File: config.mk
export PLATFORM = sky130hd
export DESIGN_NAME = fxalu_div_step
export DESIGN_NICKNAME = d
export VERILOG_FILES = /design/src/design/fxalu_pkg.sv /design/src/design/fxalu_div_step.sv
export SDC_FILE = /design/constraint.sdc
export NUM_CORES = 1
export LEC_CHECK = 0
export BUFFER_PORTS_ARGS = -buffer_cell sky130_fd_sc_hd__buf_2
export CORE_MARGIN = 8
export CORE_UTILIZATION = 37
export DETAILED_ROUTE_END_ITERATION = 16
export PLACE_DENSITY_LB_ADDON = 0.15
export SYNTH_ARGS = -nofsm -noshare
export SYNTH_HDL_FRONTEND = slang
export SYNTH_SLANG_ARGS = --single-unit
File: constraint.sdc
create_clock -name vclk -period 2.6
set_clock_uncertainty 0.1 [all_clocks]
set_input_delay 0.26 -clock vclk [all_inputs]
set_output_delay 0.26 -clock vclk [all_outputs]
set_load 0.005 [all_outputs]
File: src/design/fxalu_pkg.sv
// Shared constants, opcodes and pipeline stage type for the Q24.8 fixed-point ALU.
`default_nettype none
package fxalu_pkg;
	localparam int WORD_W   = 32;
	localparam int FRAC_W   = 8;
	localparam int NUM_W    = WORD_W + FRAC_W;
	localparam int REM_W    = WORD_W + 1;
	localparam int PROD_W   = 2 * WORD_W;
	localparam int MAG_W    = PROD_W - FRAC_W + 1;
	localparam int NSTAGE   = NUM_W + 3;
	localparam int RND_IDX  = NUM_W + 1;
	localparam int FIN_IDX  = NUM_W + 2;

	typedef enum logic [3:0] {
		OP_ADD = 4'd0, OP_SUB = 4'd1, OP_MUL = 4'd2, OP_DIV = 4'd3,
		OP_GT = 4'd4, OP_LT = 4'd5, OP_GE = 4'd6, OP_LE = 4'd7,
		OP_EQ = 4'd8, OP_NE = 4'd9, OP_MIN = 4'd10, OP_MAX = 4'd11,
		OP_INC = 4'd12, OP_DEC = 4'd13, OP_FROM_INT = 4'd14, OP_TO_INT = 4'd15
	} op_t;

	typedef enum logic [1:0] {
		ST_OK = 2'd0, ST_OVERFLOW = 2'd1, ST_DIV_ZERO = 2'd2
	} status_t;

	typedef struct packed {
		op_t               op;
		logic              neg;
		logic              dz;
		logic [WORD_W-1:0] dvs;
		logic [NUM_W-1:0]  num;
		logic [REM_W-1:0]  rem;
		logic [NUM_W-1:0]  quo;
		logic [PROD_W-1:0] prod;
		logic [MAG_W-1:0]  mag;
		logic [WORD_W-1:0] res;
		logic              cmp;
		status_t           status;
	} stage_t;
endpackage
`default_nettype wire

File: src/design/fxalu_div_step.sv
// One restoring division step: shift in a numerator bit, trial subtract, record a quotient bit.
`default_nettype none
module fxalu_div_step (
	input  wire logic [fxalu_pkg::WORD_W-1:0] dvs,
	input  wire logic [fxalu_pkg::REM_W-1:0]  rem_i,
	input  wire logic [fxalu_pkg::NUM_W-1:0]  num_i,
	input  wire logic [fxalu_pkg::NUM_W-1:0]  quo_i,
	output logic      [fxalu_pkg::REM_W-1:0]  rem_o,
	output logic      [fxalu_pkg::NUM_W-1:0]  num_o,
	output logic      [fxalu_pkg::NUM_W-1:0]  quo_o
);
	logic [fxalu_pkg::REM_W-1:0] trial;
	logic [fxalu_pkg::REM_W-1:0] dext;
	logic                        ge;

	always_comb begin
		trial = {rem_i[fxalu_pkg::REM_W-2:0], num_i[fxalu_pkg::NUM_W-1]};
		dext  = {1'b0, dvs};
		ge    = trial >= dext;
		rem_o = ge ? (trial - dext) : trial;
		num_o = {num_i[fxalu_pkg::NUM_W-2:0], 1'b0};
		quo_o = {quo_i[fxalu_pkg::NUM_W-2:0], ge};
	end
endmodule
`default_nettype wire

==> impl_metrics.env, run 1 <==
export IMPL_rsz0062_at_grt="yes"
export IMPL_antennaDiodeCount=0
export IMPL_layout_commonest_cell="buf_4"
export IMPL_synth_simple_area_share_pct=18.7
export IMPL_grt_max_degree=9
export IMPL_synthCells=448
export IMPL_hp_class="primary input to output pin"
export IMPL_worstPathCellList="buf_8 > inv_4 > ha_4 > fa_2 > nor2b_2 > o21bai_1 > nand2_2 > a211oi_4 > a211oi_2 > o21ba_4 > a311o_1 > mux2_4 > buf_6"
export IMPL_vdd_drop_max_v=0.000167
export IMPL_cap_violations=0
export IMPL_post_dp_cell_area_mm2=0.00379
export IMPL_register_area_um2=0
export IMPL_die_area_mm2=0.0112
export IMPL_status="finished, violations left"
export IMPL_seq_area_frac_synth_pct=0
export IMPL_mappedNetlistNets=626
export IMPL_grt_pass1_vias=3801
export IMPL_synth_warnings=0
export IMPL_drt_initial_drc_count=126
export IMPL_rows=32
export IMPL_cellPowerDensity_mw_per_mm2=318
export IMPL_postLayoutCellArea_mm2=0.00483
export IMPL_instances_no_fill=683
export IMPL_utilization_pct=62.2
export IMPL_worst_path_max_fanout=3
export IMPL_pre_cts_ws_ps=-361
export IMPL_gp_congestion=0.916
export IMPL_synth_area_mm2=0.00298
export IMPL_p_int_uw=805
export IMPL_layout_drive_gt1_share_pct=60.6
export IMPL_critPathSlowestCell="mux2_4"
export IMPL_cp_start_kind="primary input"
export IMPL_die_y_um=106
export IMPL_fill_cells=688
export IMPL_antenna_found_initial=0
export IMPL_wl_per_cell_um=16.2
export IMPL_place_hpwl_mm=8.35
export IMPL_wirelength_mm=11.1
export IMPL_critPathArrivalTime_ps=2440
export IMPL_cts_hold_buf=0
export IMPL_min_period_over_period_pct=108
export IMPL_cp_required_ps=2240
export IMPL_p_seq_share_pct=0
export IMPL_swShare_pct=47.6
export IMPL_antenna_left=0
export IMPL_drc=0
export IMPL_min_path_cells=0
export IMPL_synth_compound_area_share_pct=30.9
export IMPL_start_util_pct=38.4
export IMPL_nets=761
export IMPL_n_sequential_cell=0
export IMPL_coreArea_mm2=0.00777
export IMPL_synth_distinct_cells=60
export IMPL_grt_usage_pct=18.1
export IMPL_setup_ws_ps=-202
export IMPL_clockPowerShare_pct=0
export IMPL_io_pins=258
export IMPL_combPwrFrac_pct=100.0
export IMPL_port_buffer_count=99
export IMPL_vias=3587
export IMPL_dieWidth_um=106
export IMPL_p_leak_nw=2.38
export IMPL_fin_crit_ps=2800
export IMPL_crit_type="primary input to output pin"
export IMPL_dp_cells=668
export IMPL_synth_xor_area_share_pct=7.93
export IMPL_max_freq_mhz=357
export IMPL_drv_slew=0
export IMPL_area_growth_pct=62.1
export IMPL_switchingPower_uw=732
export IMPL_synth_area_per_cell_um2=6.66
export IMPL_tns_ps=-4400
export IMPL_synth_top_family_by_area="compound AO/OA/AOI/OAI gates"
export IMPL_grt_overflow_total=0
export IMPL_drt_pass1_iter_count=4
export IMPL_clock_buffers=0
export IMPL_violations="negative setup slack"
export IMPL_final_cell_mix="112 x buf_4, 82 x buf_2, 27 x inv_1"
export IMPL_end_kind="output pin"
export IMPL_grt_pass1_wl_mm=17.6
export IMPL_hold_viol=0
export IMPL_avgViaCountPerCell=5.25
export IMPL_muxShareOfSynthArea_pct=0.881
export IMPL_slowest_delay_ps=310
export IMPL_synth_fa_ha_area_share_pct=14.1
export IMPL_finalSetupViolCount=34
==> cell type report <==
| type | count | area, um2 | share of cell area, % |
|---|---|---|---|
| timing repair inverter | 1 | 6.26 | 0.129 |
| multi-input combinational | 317 | 2880 | 59.5 |
| timing repair buffer | 226 | 1670 | 34.5 |
| inverter | 37 | 154 | 3.18 |
| tap | 102 | 128 | 2.64 |
==> timing repair <==
item | in CTS | in global routing
resized for setup | 170 | 39
setup buffers | 13 | 6
cloned | 4 | 0
pin swaps | 52 | 32
endpoints found under the setup margin | 34 | 34
==> synth_stat cells (4+ instances only) <==
cell type / number / area share [%]
nand4_1: 5 / 1.0
nand2_1: 34 / 4.3
nor2b_1: 6 / 1.3
o21ai_0: 22 / 3.7
nor2_1: 33 / 4.2
a211oi_1: 7 / 1.8
nand3_1: 6 / 1.0
and2_1: 4 / 0.84
inv_1: 36 / 4.5
and3_1: 6 / 1.3
o21a_1: 5 / 1.3
clkbuf_1: 5 / 0.63
o21bai_1: 5 / 1.3
o211ai_1: 4 / 1.0
ha_1: 32 / 13
buf_2: 7 / 1.2
xnor2_1: 14 / 4.1
a21o_1: 22 / 5.5
nand2b_1: 7 / 1.5
buf_4: 80 / 20
o21ai_1: 6 / 1.0
a21oi_1: 41 / 6.9
xor2_1: 13 / 3.8
==> per-layer routing <==
metal / global-route usage, % / share of wire, %
met1: 21.1 / 41
met2: 33.8 / 51
met3: 2.19 / 5.5
met4: 4.22 / 2.6
met5: 0 / 0
==> logic make-up (layout without fill, tap and decap cells) <==
family,count (synthesis),in the layout
compound gates,138,138
xor+xnor,27,27
fa+ha+maj,33,33
buf+inv,131,264
mux,2,2
other cells,1,1
simple gates,116,116
==> critical path: cells and delay by family <==
family                   cells  cell delay [ps]
AO/OA/AOI/OAI                5             1090
adder cells (fa/ha/maj)      2              340
buffers and inverters        3              270
multiplexers                 1              310
AND/OR/NAND/NOR              2              160
==> power by group through the flow <==
stage	registers [mW]	logic, mW	clock network (mW)
CTS	0	1.49	0
global route	0	1.66	0
finish	0	1.54	0
floorplan	0	0.686	0
global placement	0	1.12	0
detailed placement	0	1.12	0
==> path summary, 6_finish.rpt <==
check                  from        end  slack, ps
hold / removal     num_i[9]  num_o[10]        420
setup / recovery  num_i[39]  rem_o[32]       -200
==> per-stage QoR <==
stage | hold slack, ps | power (mW)
6_report | 420 | 1.54
3_3_place_gp | 420 | 1.12
4_1_cts | 420 | 1.49
2_1_floorplan | 501 | 0.686
5_1_grt | 420 | 1.66
3_5_place_dp | 420 | 1.12
Power figures use the tool's default switching activity.
==> run 2: changes to the inputs <==
- ABC_AREA: default -> 1
- CORE_UTILIZATION: 37 -> 40
==> run 2 against run 1 <==
Net effect: the run now ends clean; maximum frequency grew 14%; global-route usage down 0.38 points; power decreased by 39%; non-clock buffer count shrank 118; cell count up 36%; sequential share of layout area stayed put; count of clock-buffer cells in the layout stayed put; synthesized cell count is 73% higher; combinational power fell by 39%; critical path type unchanged; critical endpoint is now rem_o[0]; largest cell class unchanged; highest routed layer unchanged.
==> impl_metrics.env, run 2 <==
export IMPL_status="finished, final reports clean"
export IMPL_clock_buffers=0
export IMPL_antennaDiodeCount=0
export IMPL_start_util_pct=41.3
export IMPL_crit_top_cell="nand2_1"
export IMPL_n_sequential_cell=0
export IMPL_synth_distinct_cells=28
export IMPL_crit_type="primary input to output pin"
export IMPL_instances_no_fill=926
export IMPL_drt_initial_drc_count=183
export IMPL_synth_area_per_cell_um2=4.93
export IMPL_fill_cells=1110
export IMPL_cts_hold_buf=0
export IMPL_max_freq_mhz=406
export IMPL_hp_start="num_i[16]"
export IMPL_die_y_um=114
export IMPL_layout_commonest_cell="nand2_1"
export IMPL_synth_area_mm2=0.00383
export IMPL_synthCells=777
export IMPL_wl_per_cell_um=12.9
export IMPL_synth_warnings=0
export IMPL_layout_drive_gt1_share_pct=17.4
export IMPL_post_synth_top_area_cell="nand2_1"
export IMPL_p_leak_nw=2.78
export IMPL_critPathSlowestCell="ha_1"
export IMPL_hold_viol=0
export IMPL_grt_pass1_wl_mm=19.5
export IMPL_drv_slew=0
export IMPL_mappedNetlistNets=955
export IMPL_grt_max_degree=37
export IMPL_min_path_cells=0
export IMPL_grt_pass1_vias=4174
export IMPL_synthTopCellsByCount="320 x nand2_1, 166 x inv_1, 80 x buf_4"
export IMPL_worstHoldEndpoint="num_o[17]"
export IMPL_end_kind="output pin"
export IMPL_antenna_left=0
export IMPL_hp_class="primary input to output pin"
export IMPL_seq_area_frac_synth_pct=0
export IMPL_synthTopCellsByArea="nand2_1 31%, inv_1 16%, buf_4 16%, ha_1 10%, nand3_1 7.7%"
export IMPL_vias=4199
export IMPL_post_dp_cell_area_mm2=0.00390
export IMPL_antenna_found_initial=0
export IMPL_rows=35
export IMPL_final_cell_mix="316 x nand2_1, 166 x inv_1, 99 x buf_2"
export IMPL_wirelength_mm=11.9
export IMPL_coreArea_mm2=0.00928
export IMPL_io_pins=258
export IMPL_cellPowerDensity_mw_per_mm2=236
export IMPL_min_period_over_period_pct=94.7
export IMPL_vdd_drop_max_v=0.0000873
export IMPL_place_hpwl_mm=10.3
export IMPL_worst_path_max_fanout=18
export IMPL_dieWidth_um=114
export IMPL_nets=977
export IMPL_finalSetupViolCount=0
export IMPL_cp_start_kind="primary input"
export IMPL_synth_top_area_share_pct=31.3
export IMPL_slowest_delay_ps=340
export IMPL_die_area_mm2=0.0130
export IMPL_fin_crit_ps=2460
export IMPL_postLayoutCellArea_mm2=0.00400
export IMPL_hold_worst_slack_ps=420
export IMPL_grt_usage_pct=17.7
export IMPL_critPathArrivalTime_ps=2100
export IMPL_utilization_pct=43.0
export IMPL_synth_most_common_cell="nand2_1"
export IMPL_avgViaCountPerCell=4.53
export IMPL_cap_violations=0
export IMPL_area_growth_pct=4.24
export IMPL_port_buffer_count=99
export IMPL_rsz0062_at_grt="yes"
export IMPL_drc=0
export IMPL_cp_required_ps=2240
export IMPL_dp_cells=924
export IMPL_register_area_um2=0
export IMPL_drt_pass1_iter_count=5
export IMPL_grt_overflow_total=0
export IMPL_worstPathCellList="buf_2 > inv_1 > ha_1 > nand2_1 > nor2_1 > nand2_1 > nor2_1 > nand2_1 > nand3_2 > nor2_4 > buf_12 > nand2_8 > nand2_1 > o21ai_0 > buf_2"
export IMPL_setup_ws_ps=137
export IMPL_gp_congestion=0.919
export IMPL_pre_cts_ws_ps=84.8
run 2: repair_timing:
| action | 4_1_cts | 5_1_grt |
|---|---|---|
| endpoints found under the setup margin | 0 | 33 |
| resized for setup | 0 | 19 |
| setup buffers | 0 | 1 |
run 2: through the flow:
step / total power [mW] / setup TNS (ps)
2_1_floorplan: 0.698 / 0
3_3_place_gp: 0.906 / 0
3_5_place_dp: 0.914 / 0
4_1_cts: 0.918 / 0
5_1_grt: 1.08 / -4.45
6_report: 0.941 / 0
run 2: cells by family after synthesis:
group                    share of synthesized area, %
adder cells (fa/ha/maj)                          11.0
buffers and inverters                            33.8
AO/OA/AOI/OAI                                    3.46
other                                          0.0978
XOR/XNOR                                         3.43
AND/OR/NAND/NOR                                  48.3
run 2: layout make-up:
type | count | area [um2] | area share [%]
Inverter | 168 | 631 | 15.8
Timing Repair Buffer | 108 | 592 | 14.8
Tap cell | 129 | 161 | 4.04
Multi-Input combinational cell | 521 | 2610 | 65.4
run 2: power breakdown:
| part | internal (mW) | total, mW | switching [mW] |
|---|---|---|---|
| Combinational | 0.369 | 0.941 | 0.573 |
| Sequential | 0 | 0 | 0 |
| Clock | 0 | 0 | 0 |
| Total | 0.369 | 0.941 | 0.573 |
run 2: routing by layer:
| layer | track usage [%] | part of all wire, % | vias to the layer above |
|---|---|---|---|
| met4 | 3.73 | 2.0 | 0 |
| met2 | 29.7 | 44 | 116 |
| li1 | - | - | 2259 |
| met3 | 2.59 | 6.1 | 28 |
| met5 | 0 | 0 | - |
| met1 | 23.2 | 48 | 1796 |
run 2: worst max path at each step:
stage	from	to	slack (ps)	cells past startpoint
4_1_cts	dvs[23]	rem_o[1]	80	13
3_3_place_gp	dvs[23]	rem_o[1]	120	13
5_1_grt	dvs[8]	rem_o[30]	-4	16
6_report	dvs[6]	rem_o[0]	140	15
2_1_floorplan	dvs[8]	rem_o[10]	620	14
3_5_place_dp	dvs[29]	rem_o[1]	80	13
run 2: critical path, delay by kind of cell:
kind / cells / cell delay (ps)
AND/OR/NAND/NOR: 9 / 1030
buffers and inverters: 4 / 390
adder cells (fa/ha/maj): 1 / 340
AO/OA/AOI/OAI: 1 / 70
==> run 3: changes to the inputs <==
- CELL_PAD_IN_SITES_DETAIL_PLACEMENT: default -> 2
- CELL_PAD_IN_SITES_GLOBAL_PLACEMENT: default -> 2
- CORE_UTILIZATION: 40 -> 17
==> run 3 against run 2 <==
Net effect: wire length rose by 47%; largest cell class unchanged; global-route usage down 6.2 points; first-iteration DRC count fell by 68%; flip-flop and latch count unchanged; critical path type unchanged; utilization decreased by 22 points; count of clock-buffer cells in the layout stayed put.
==> impl_metrics.env, run 3 (synthesized netlist as in run 2, its figures left out) <==
export IMPL_hold_worst_slack_ps=420
export IMPL_layout_commonest_cell="nand2_1"
export IMPL_cellPowerDensity_mw_per_mm2=238
export IMPL_coreArea_mm2=0.0224
export IMPL_worst_path_max_fanout=9
export IMPL_finalSetupViolCount=0
export IMPL_wirelength_mm=17.5
export IMPL_end_kind="output pin"
export IMPL_status="finished, final reports clean"
export IMPL_crit_type="primary input to output pin"
export IMPL_power_mw=1.10
export IMPL_setup_ws_ps=143
export IMPL_p_seq_share_pct=0
export IMPL_vias=4444
export IMPL_drv_slew=0
export IMPL_avgViaCountPerCell=4.01
export IMPL_die_y_um=166
export IMPL_switchingPower_uw=660
export IMPL_antenna_left=0
export IMPL_instances_no_fill=1109
export IMPL_n_sequential_cell=0
export IMPL_grt_usage_pct=11.5
export IMPL_wl_per_cell_um=15.8
export IMPL_pre_cts_ws_ps=-20.4
export IMPL_antenna_found_initial=0
export IMPL_final_cell_mix="309 x nand2_1, 166 x inv_1, 99 x buf_2"
export IMPL_p_int_uw=438
export IMPL_drt_pass1_iter_count=4
export IMPL_die_area_mm2=0.0276
export IMPL_area_growth_pct=20.4
export IMPL_worstPathCellList="buf_2 > ha_2 > nand2_1 > nor2_2 > nand3_1 > nand3_2 > nand2_1 > nand2_2 > nand2_8 > buf_12 > nand2_8 > nand2_1 > nand2_1 > buf_2"
export IMPL_place_hpwl_mm=15.2
export IMPL_hold_viol=0
export IMPL_multiInputGateArea_mm2=0.00280
export IMPL_drt_initial_drc_count=59
export IMPL_clock_buffers=0
export IMPL_critPathSlowestCell="ha_2"
export IMPL_start_util_pct=17.1
export IMPL_worst_path_buf_inv=3
export IMPL_grt_pass1_vias=4720
export IMPL_io_pins=258
export IMPL_cp_startpoint="rem_i[7]"
export IMPL_min_period_over_period_pct=94.5
export IMPL_dp_cells=1102
export IMPL_layout_drive_gt1_share_pct=23.7
export IMPL_clockPowerShare_pct=0
export IMPL_antennaDiodeCount=0
export IMPL_critical_path_endpoint="rem_o[11]"
export IMPL_grt_max_degree=37
export IMPL_grt_pass1_wl_mm=25.8
export IMPL_vdd_drop_max_v=0.0000583
export IMPL_fill_cells=2860
export IMPL_critPathArrivalTime_ps=2100
export IMPL_swShare_pct=60.1
export IMPL_p_leak_nw=2.93
export IMPL_grt_overflow_total=0
export IMPL_drc=0
export IMPL_fin_crit_ps=2460
export IMPL_register_area_um2=0
export IMPL_cpLargestDelayFamily="simple AND/OR/NAND/NOR gates"
export IMPL_slowest_delay_ps=370
export IMPL_combPwrFrac_pct=100.0
export IMPL_rows=55
export IMPL_cp_required_ps=2240
export IMPL_hp_class="primary input to output pin"
export IMPL_cp_start_kind="primary input"
export IMPL_worst_path_stages=14
export IMPL_dieWidth_um=166
export IMPL_utilization_pct=20.6
export IMPL_port_buffer_count=99
export IMPL_max_freq_mhz=407
export IMPL_cap_violations=0
export IMPL_gp_congestion=0.785
export IMPL_nets=1004
export IMPL_crit_top_cell="nand2_1"
[run 3: cell types whose count changed in the layout (fill, tap and decap cells not counted), moves of 4 or more]
cell / change
buf_4: +19
ha_1: -15
ha_4: +8
ha_2: +7
nand2_1: -7
nand2_2: +7
nor2_2: +7
nor2_1: -4
[run 3: final cells by class]
type / count / area share [%]
Timing Repair Buffer: 133 / 18.0
Inverter: 168 / 13.7
Tap cell: 285 / 7.73
Multi-Input combinational cell: 523 / 60.6
[run 3: worst min-delay path by stage]
| stage | start | endpoint | slack, ps | cells after the start |
|---|---|---|---|---|
| finish | num_i[9] | num_o[10] | 420 | 0 |
| detailed placement | num_i[11] | num_o[12] | 420 | 0 |
| global route | num_i[24] | num_o[25] | 420 | 0 |
| floorplan | num_i[9] | num_o[10] | 500 | 1 |
| CTS | num_i[11] | num_o[12] | 420 | 0 |
| global placement | num_i[11] | num_o[12] | 420 | 0 |
[run 3: what timing repair did]
action                     CTS  global route
cloned                       0             3
hold buffers                 0             0
setup endpoints to repair    6            33
pin swaps                    1             8
resized for setup            1            63
buffers inserted             0             4
[run 3: per-stage QoR]
step	area [um2]	setup TNS (ps)
3_5_place_dp	4250	-44.5
6_report	4610	0
3_3_place_gp	4250	0
2_1_floorplan	3830	0
5_1_grt	4610	-29.9
4_1_cts	4250	0
[run 3: metal layers]
layer / global-route usage, % / vias up / wire (um)
li1: - / 2315 / -
met1: 14.2 / 2013 / 8100
met2: 21.3 / 102 / 8590
met3: 1.93 / 14 / 748
met4: 0.553 / 0 / 57
met5: 0 / - / 0
[run 3: power groups by stage]
| stage | Sequential [mW] | Clock (mW) | Combinational (mW) |
|---|---|---|---|
| after floorplan | 0 | 0 | 0.698 |
| after global placement | 0 | 0 | 1.04 |
| after detailed placement | 0 | 0 | 1.05 |
| after CTS | 0 | 0 | 1.05 |
| after global routing | 0 | 0 | 1.25 |
| final | 0 | 0 | 1.10 |
